--- config.mk ---
export PLATFORM = sky130hd
export DESIGN_NAME = mdm_ctrl
export DESIGN_NICKNAME = d
export VERILOG_FILES = /design/src/hdl/mdm_pkg.sv /design/src/hdl/mdm_ctrl.sv
export VERILOG_INCLUDE_DIRS = /design/src /design/src/hdl
export SDC_FILE = /design/constraint.sdc
export NUM_CORES = 1
export LEC_CHECK = 0
export ABC_AREA = 1
export BUFFER_PORTS_ARGS = -buffer_cell sky130_fd_sc_hd__buf_2
export CORE_MARGIN = 2
export CORE_UTILIZATION = 55
export CTS_CLUSTER_DIAMETER = 50
export DETAILED_ROUTE_END_ITERATION = 8
export HOLD_SLACK_MARGIN = 0.03
export PLACE_DENSITY = 0.77
export SYNTH_ARGS = -nofsm -noshare
export SYNTH_HDL_FRONTEND = slang
export SYNTH_SLANG_ARGS = --single-unit
--- constraint.sdc ---
create_clock -name clk -period 1.9 [get_ports clk]
set_clock_uncertainty 0.1 [all_clocks]
set_input_delay 0.19 -clock clk [delete_from_list [all_inputs] [get_ports clk]]
set_output_delay 0.19 -clock clk [all_outputs]
set_load 0.02 [all_outputs]
--- src/hdl/mecanum_drive_duty_mixer_unit_defines.svh ---
// Assertion helpers used by the mixer control RTL (mdm_ctrl).
// Both expect clk and arst_n in the scope where they are used.
`ifndef MECANUM_DRIVE_DUTY_MIXER_UNIT_DEFINES_SVH
`define MECANUM_DRIVE_DUTY_MIXER_UNIT_DEFINES_SVH

// same-cycle implication
`define MDM_ASSERT_NOW(lbl, ante, cons, msg) \
	lbl: assert property (@(posedge clk) disable iff (!arst_n) (ante) |-> (cons)) \
		else $error(msg);

// next-cycle implication
`define MDM_ASSERT_NEXT(lbl, ante, cons, msg) \
	lbl: assert property (@(posedge clk) disable iff (!arst_n) (ante) |=> (cons)) \
		else $error(msg);

`endif

--- src/hdl/mdm_pkg.sv ---
package mdm_pkg;

	// fixed-point gains, 16 fraction bits
	localparam int K_PLANAR   = 46323;
	localparam int K_ROT      = 25611;
	localparam int K_DUTY     = 109316;
	localparam int DUTY_MID   = 5000;
	localparam int DUTY_LIMIT = 4800;

	// shared divider operand widths
	localparam int NUM_W = 64;
	localparam int DEN_W = 50;
	localparam int OFF_W = 50;

	localparam logic [1:0] REG_RATE_LIMIT = 2'd0;
	localparam logic [1:0] REG_ACCEL_STEP = 2'd1;
	localparam logic [1:0] REG_SLIP_MARGIN = 2'd2;
	localparam logic [1:0] REG_SIGN_MASK  = 2'd3;

	localparam logic [1:0] IDX_LAST = 2'd3;

	typedef struct packed {
		logic        rate_limit_enable;
		logic [9:0]  accel_step;
		logic [11:0] slip_margin;
		logic [3:0]  wheel_sign_mask;
	} cfg_t;

	typedef enum logic [4:0] {
		OP_NONE,
		OP_SQX,
		OP_S2,
		OP_SLIP,
		OP_SQRT_GO,
		OP_NUM,
		OP_DIV_GO,
		OP_DIV_STORE,
		OP_SUMS,
		OP_PSUM,
		OP_PDIF,
		OP_TGT,
		OP_DIFF,
		OP_MAXD,
		OP_HOLD,
		OP_OFF,
		OP_MAXO,
		OP_UNSC
	} dp_op_t;

	// which quantity the shared divider is working on
	typedef enum logic [1:0] {
		PH_X,
		PH_Y,
		PH_RL,
		PH_SC
	} phase_t;

	typedef struct packed {
		dp_op_t     op;
		logic [1:0] idx;
		phase_t     phase;
		logic       take;
		logic       load_out;
	} dp_cmd_t;

	typedef struct packed {
		logic slip;
		logic sqrt_done;
		logic div_done;
		logic rl_on;
		logic scaled;
	} dp_sts_t;

endpackage

--- src/hdl/mdm_ctrl.sv ---
`include "mecanum_drive_duty_mixer_unit_defines.svh"

module mdm_ctrl import mdm_pkg::*; (
	input  logic    clk,
	input  logic    arst_n,
	input  logic    in_valid,
	output logic    in_stall,
	output logic    out_valid,
	input  logic    out_stall,
	input  dp_sts_t sts,
	output dp_cmd_t cmd
);

	typedef enum logic [4:0] {
		S_IDLE,
		S_SQX,
		S_S2,
		S_SLIP,
		S_CHK,
		S_SQGO,
		S_SQWAIT,
		S_NUM,
		S_DGO,
		S_DWAIT,
		S_DST,
		S_SUMS,
		S_PSUM,
		S_PDIF,
		S_TGT,
		S_DIFF,
		S_MAXD,
		S_RLCHK,
		S_HOLD,
		S_OFF,
		S_MAXO,
		S_SCCHK,
		S_UNSC,
		S_OUT
	} state_t;

	state_t     state_q;
	logic [1:0] idx_q;
	phase_t     phase_q;
	logic       in_stall_q;
	logic       out_valid_q;

	always_comb begin
		case (state_q)
			S_SQX:  cmd.op = OP_SQX;
			S_S2:   cmd.op = OP_S2;
			S_SLIP: cmd.op = OP_SLIP;
			S_SQGO: cmd.op = OP_SQRT_GO;
			S_NUM:  cmd.op = OP_NUM;
			S_DGO:  cmd.op = OP_DIV_GO;
			S_DST:  cmd.op = OP_DIV_STORE;
			S_SUMS: cmd.op = OP_SUMS;
			S_PSUM: cmd.op = OP_PSUM;
			S_PDIF: cmd.op = OP_PDIF;
			S_TGT:  cmd.op = OP_TGT;
			S_DIFF: cmd.op = OP_DIFF;
			S_MAXD: cmd.op = OP_MAXD;
			S_HOLD: cmd.op = OP_HOLD;
			S_OFF:  cmd.op = OP_OFF;
			S_MAXO: cmd.op = OP_MAXO;
			S_UNSC: cmd.op = OP_UNSC;
			default: cmd.op = OP_NONE;
		endcase
		cmd.idx      = idx_q;
		cmd.phase    = phase_q;
		cmd.take     = in_valid & ~in_stall_q;
		cmd.load_out = (state_q == S_OUT) & (~out_valid_q | ~out_stall);
	end

	always_ff @(posedge clk or negedge arst_n) begin
		if (!arst_n) begin
			state_q     <= S_IDLE;
			idx_q       <= '0;
			phase_q     <= PH_X;
			in_stall_q  <= 1'b0;
			out_valid_q <= 1'b0;
		end else begin
			if (out_valid_q && !out_stall && !cmd.load_out) begin
				out_valid_q <= 1'b0;
			end
			case (state_q)
				S_IDLE: begin
					if (cmd.take) begin
						in_stall_q <= 1'b1;
						state_q    <= S_SQX;
					end
				end
				S_SQX:  state_q <= S_S2;
				S_S2:   state_q <= S_SLIP;
				S_SLIP: state_q <= S_CHK;
				S_CHK:  state_q <= sts.slip ? S_SQGO : S_SUMS;
				S_SQGO: state_q <= S_SQWAIT;
				S_SQWAIT: begin
					if (sts.sqrt_done) begin
						phase_q <= PH_X;
						idx_q   <= '0;
						state_q <= S_NUM;
					end
				end
				S_NUM: state_q <= S_DGO;
				S_DGO: state_q <= S_DWAIT;
				S_DWAIT: begin
					if (sts.div_done) begin
						state_q <= S_DST;
					end
				end
				S_DST: begin
					case (phase_q)
						PH_X: begin
							phase_q <= PH_Y;
							state_q <= S_NUM;
						end
						PH_Y: state_q <= S_SUMS;
						PH_RL: begin
							if (idx_q == IDX_LAST) begin
								idx_q   <= '0;
								state_q <= S_OFF;
							end else begin
								idx_q   <= idx_q + 1'b1;
								state_q <= S_NUM;
							end
						end
						PH_SC: begin
							if (idx_q == IDX_LAST) begin
								state_q <= S_OUT;
							end else begin
								idx_q   <= idx_q + 1'b1;
								state_q <= S_NUM;
							end
						end
						default: state_q <= S_IDLE;
					endcase
				end
				S_SUMS: state_q <= S_PSUM;
				S_PSUM: state_q <= S_PDIF;
				S_PDIF: state_q <= S_TGT;
				S_TGT:  state_q <= S_DIFF;
				S_DIFF: state_q <= S_MAXD;
				S_MAXD: state_q <= S_RLCHK;
				S_RLCHK: begin
					idx_q <= '0;
					if (sts.rl_on) begin
						phase_q <= PH_RL;
						state_q <= S_NUM;
					end else begin
						state_q <= S_HOLD;
					end
				end
				S_HOLD: begin
					idx_q   <= '0;
					state_q <= S_OFF;
				end
				S_OFF: begin
					if (idx_q == IDX_LAST) begin
						idx_q   <= '0;
						state_q <= S_MAXO;
					end else begin
						idx_q <= idx_q + 1'b1;
					end
				end
				S_MAXO: state_q <= S_SCCHK;
				S_SCCHK: begin
					idx_q <= '0;
					if (sts.scaled) begin
						phase_q <= PH_SC;
						state_q <= S_NUM;
					end else begin
						state_q <= S_UNSC;
					end
				end
				S_UNSC: state_q <= S_OUT;
				S_OUT: begin
					if (cmd.load_out) begin
						out_valid_q <= 1'b1;
						in_stall_q  <= 1'b0;
						state_q     <= S_IDLE;
					end
				end
				default: state_q <= S_IDLE;
			endcase
		end
	end

	assign in_stall  = in_stall_q;
	assign out_valid = out_valid_q;

	`MDM_ASSERT_NEXT(a_take_starts, cmd.take, in_stall_q && state_q == S_SQX, "item accept did not start work")
	`MDM_ASSERT_NOW(a_ready_only_idle, !in_stall_q, state_q == S_IDLE, "ready outside idle")
	`MDM_ASSERT_NEXT(a_result_waits, state_q == S_OUT && out_valid_q && out_stall, state_q == S_OUT && out_valid_q, "waiting result lost")

endmodule

# --- Yosys cells after proc, flatten, opt, wreduce, memory -nomap -nowiden ---
# Memories as Yosys holds them, arrays and structs flattened.
# Cells that the tools add are included.
word_totals:
  regBits: 11
  mem_bits_ro: 160
  inputBits: 9
  output_inout_bits: 13
  n_memories: 1
mem_list:
  columns: ["memory", "words", "width", "read_ports", "rd_clocked_by_memory_dff", "wr", "line", "source"]
  rows:
  - ["(name not given)", 32, 5, 1, 0, 0, "mdm_ctrl.sv:48", "case (state_q)"]
op_classes:
  n_addsub: 1
  eq_ne: 37
  n_mux: 27
  bitwise_logic: 6
  n_reduce_logical: 14
ops:
  columns: ["op", "count"]
  rows:
  - ["case mux 5 bit (24 select lines)", 1]
  - ["2-to-1 mux 5 bit", 9]
  - ["equality test 5 x 4 -> 1 bit, second input constant", 8]
  - ["equality test 5 bit, second input constant", 8]
  - ["equality test 5 x 3 -> 1 bit, second input constant", 4]
  - ["case mux 5 bit (4 select lines)", 1]
  - ["case mux 2 bit (4 select lines)", 2]
  - ["!= test 2 bit, second input constant", 7]
  - ["2-to-1 mux 2 bit", 6]
  - ["equality test 5 x 2 -> 1 bit, second input constant", 2]
  - ["AND reduction 5 bit", 2]
  - ["nonzero test 4 bit", 2]
  - ["equality test 2 bit, second input constant", 3]
  - ["equality test 5 x 1 -> 1 bit, second input constant", 1]
  - ["zero test 5 bit", 1]
  - ["2-to-1 mux 1 bit", 5]
  - ["2-to-1 mux 4 bit", 1]
  - ["case mux 2 bit (2 select lines)", 1]
  - ["AND reduction 4 bit", 1]
  - ["!= test 3 x 2 -> 1 bit, second input constant", 1]
  - ["!= test 3 bit, second input constant", 1]
  - ["inverter 1 bit", 3]
  - ["AND reduction 3 bit", 1]
  - ["OR reduction 3 bit", 1]
  - ["10 further kinds", 13]

# --- Logic depth before layout (Yosys ltp) ---
logic_depth:
  depth_word: 8
  mapped_depth: 11

# --- Least setup slack after synthesis ---
# OpenSTA, ideal clock, no wires.
synth_timing:
  kind: "register to output"
  startpoint: "register state_q[4]"
  endpoint: "output cmd[8] (netlist name)"
  arrival_ps: 1494
  path_slack_ps: 116
  path_stages_with_launch: 3
  n_path_buf: 1
  path_cell_list: "dfrtp_1 buf_6 o311ai_0"
synth_lines:
  columns: ["element", "line", "source"]
  rows:
  - ["start: declaration", "mdm_ctrl.sv:41", "state_t state_q;"]
  - ["start signal: assignment", "mdm_ctrl.sv:95", "S_CHK: state_q <= sts.slip ? S_SQGO : S_SUMS;"]
  - ["end: declaration", "mdm_ctrl.sv:11", "output dp_cmd_t cmd"]

==> results <==
- The run finished with clean final reports.
- The repair_antennas step left the layout with diodes totalling 0.
- The routed via count divided by cell count is 5.55.
- Max-cap violations in this run came to 0.
- Entering global routing, the biggest net connects 14 pins.
- For the worst-skew pair, the clock arrives at the later sink with an insertion delay of 0.27 ns.
- The number of antenna violations at the first check in global routing is 0.
- The routed wire length is roughly 3.2 mm.
- The global placement routability congestion is 0.915.
- Of all cell types, the one taking the most synthesized area is dfrtp_1.
- The critical path's slowest cell is dfrtp_1.
- The final number of hold-violating endpoints came to 0.
- STA classifies the critical path endpoint as a primary output.
- The power density normalized to cell area is between 1000 and 1500 nW/µm².
- The number of vias after detailed routing is approximately 1400.
- The kind of start point of the critical path is a register.
- TritonCTS created 3 clock buffers.
- In the final routed layout, each cell accounts on average for 13.1 µm.
- Traced cell by cell, the critical path runs through buf_6 -> ha_4 -> inv_4 -> o22ai_1 -> o21ai_1 -> nand3_1 -> buf_4.
- The average cell area after synthesis is between 6 and 7 µm².
- The tightest min-delay check is of the in2reg type.
- The peak fanout along the critical path is 5.
- The DRC violation total after the first TritonRoute iteration is between 40 and 50.
- The mapped netlist covers 1230 µm².
- In the global route stage, overall resource usage came out at 0.268.
- IR analysis of the VDD net gives a maximum drop of between 1 and 1.5 mV.
- The number of failing setup endpoints in the final timing report is 0.
- The count of buffers added on input and output ports is 21.
- The die covers about 2600 µm².
- 22 I/O pins were placed.
- The number of buffer and inverter instances along the worst setup path is 3.
- For this run, the slowest stage of the critical path takes 0.43 ns.
- In the final design database the tool counted ~230 nets.
- The remaining antenna violation count is 0.
- The synthesized net count is roughly 200.
- Row generation in the floorplan step produced 17 rows.
- The critical path in this run is classified as reg2out.
- The Yosys step of the flow raised 0 warnings.
- The required time of the critical path is roughly 1.6 ns.
- The leakage power figure is 0.800 nW.
- The buffer type at the clock tree root is clkbuf_4.
- In this run the number of H-tree levels came out at 1.
- Synthesis produced between 150 and 200 cells.
- Data arrives at the worst endpoint at about 1.6 ns.
- For this configuration, the core starts out at a cell density of 0.566.
- The number of max-slew violations in the final report is 0.
- The aggregate global routing overflow is 0.
- The number of placed instances, taps included, is between 200 and 250.
- The final period utilization is 0.971.
- The TritonCTS clock tree is yes.
- The number of distinct library cell variants in the gate-level netlist after synthesis is 29.
- The post-route core utilization is 0.696.
- The floorplan step defined a core boundary enclosing around 2200 µm².
- The fraction of layout cells with a size suffix above 1 is 0.344.
- The share of the Yosys chip area taken by registers is 0.224.
- The kind of cell adding the most delay to the critical path is flip-flops.
- For this run, design rule violations remaining after detail routing come to 0.
- The die is 51.2 µm wide.
- Yosys attributes the largest share of cell area to dfrtp_1 22%, nand2_1 18%, ha_1 6.1%.
- In the layout the commonest cells are 58 x nand2_1, 18 x buf_2, 17 x nor2_1, 15 x inv_1, 10 x nand3_1.
- The flip-flop and latch count after synthesis is 11.
- Setup repair after global routing could not meet its margin everywhere.
- The first global-routing pass estimated between 5 and 6 mm of wire.
- The die is between 50 and 60 µm tall.
- The total power is approximately 2.1 mW.
- Counting every sink on the clock net gives 11.
- The final cell count without fillers is approximately 250.
- The worst hold slack after final layout is between 0.04 and 0.05 ns.
- After layout, the minimum clock period comes to roughly 1.8 ns.
- After legalization and detailed placement, the total HPWL measured ~2.5 mm.
- The longest clock path from root to sink contains 2 buffers.
- The peak clock frequency supported by timing is ~540 MHz.
- For this run, the detailed router's first-pass iteration total came to 4.
- The area growth from synthesis to layout is 22.9%.
- The relative slew slack is 0.743.
- The fraction of post-synthesis cell area in the top cell type by area is 0.224.
- The number of global-route vias before repair was 1223.
- Leaving out fill and tap cells, the most frequent cell in the layout is nand2_1.
- At the pin with the least slew margin, the transition time is 0.384 ns.
- Clock-pin slew was measured on the worst setup and hold paths at around 0.08 ns.
## per-stage QoR
stage               worst slack [ns]  area [µm²]  setup TNS [ns]
floorplan                      0.116        1230               0
global placement               0.151        1380               0
detailed placement            0.0529        1380               0
CTS                         -0.00319        1430        -0.00319
global route                 -0.0183        1510         -0.0353
finish                        0.0560        1510               0
## worst paths after layout
check | end | cells past startpoint | slack (ns) | start
max reg2reg | state_q[2] | 9 | 0.15 | state_q[0]
max in group asynchronous | state_q[4] | 2 | 1.26 | arst_n
max | cmd[6] | 7 | 0.06 | state_q[0]
min | out_valid | 3 | 0.04 | out_stall
min reg2reg | out_valid | 2 | 0.40 | out_valid
min in group asynchronous | state_q[3] | 2 | 0.21 | arst_n
## registers in the layout (all words and copies together) (netlist names)
signal     flops
out_valid      1
state_q        5
idx_q          2
phase_q        2
in_stall       1
## kinds of logic (layout without fill, tap and decap cells)
family | after synthesis | count (layout) | synth area share
and+or+nand+nor | 116 | 116 | 0.466
AOI/OAI and AO/OA | 28 | 28 | 0.147
buffers and inverters | 28 | 57 | 0.102
DFF | 11 | 11 | 0.224
adders and majority gates | 6 | 6 | 0.0612
## timing repair
item                       CTS  global route
pin swaps                    1             2
hold buffers                 1             0
setup endpoints to repair    4             7
hold endpoints to repair    11             0
gates resized for setup     11            24
setup buffers                0             1
cloned                       0             0
## cells in the mapped netlist (all sizes together)
| cell type | n |
|---|---|
| o22ai | 2 |
| inv | 26 |
| ha | 6 |
| o311ai | 1 |
| or2 | 1 |
| nand3 | 14 |
| nand3b | 3 |
| o211ai | 3 |
| nor3 | 3 |
| buf | 2 |
| a21oi | 4 |
| o21ai | 17 |
| a21boi | 1 |
| dfrtp | 11 |
| nand2 | 65 |
| nor2 | 26 |
| nand4 | 4 |
## final cells by class
| cell class | instances | area, µm² |
|---|---|---|
| multi-input combinational | 150 | 895 |
| tap | 28 | 35.0 |
| timing repair buffer | 27 | 164 |
| clock buffer | 4 | 26.3 |
| fill | 200 | 661 |
| sequential | 11 | 279 |
| inverter | 26 | 110 |
## report_power, final
group          internal [mW]  leakage [nW]  switching (mW)
logic                  0.572         0.646           0.947
registers              0.311         0.139           0.145
clock network         0.0813        0.0150          0.0892
## per-layer routing
metal  global-route usage  wire [µm]
met1                0.348       1350
met2                0.450       1520
met3               0.0556        272
met4               0.0746         90
met5                    0          0
## worst min-delay path, stage by stage
cell and delay [ns]:
buf_2 0.07, nand2_1 0.06, nand2_1 0.06
No activity file was read; power rests on OpenSTA's default activity.
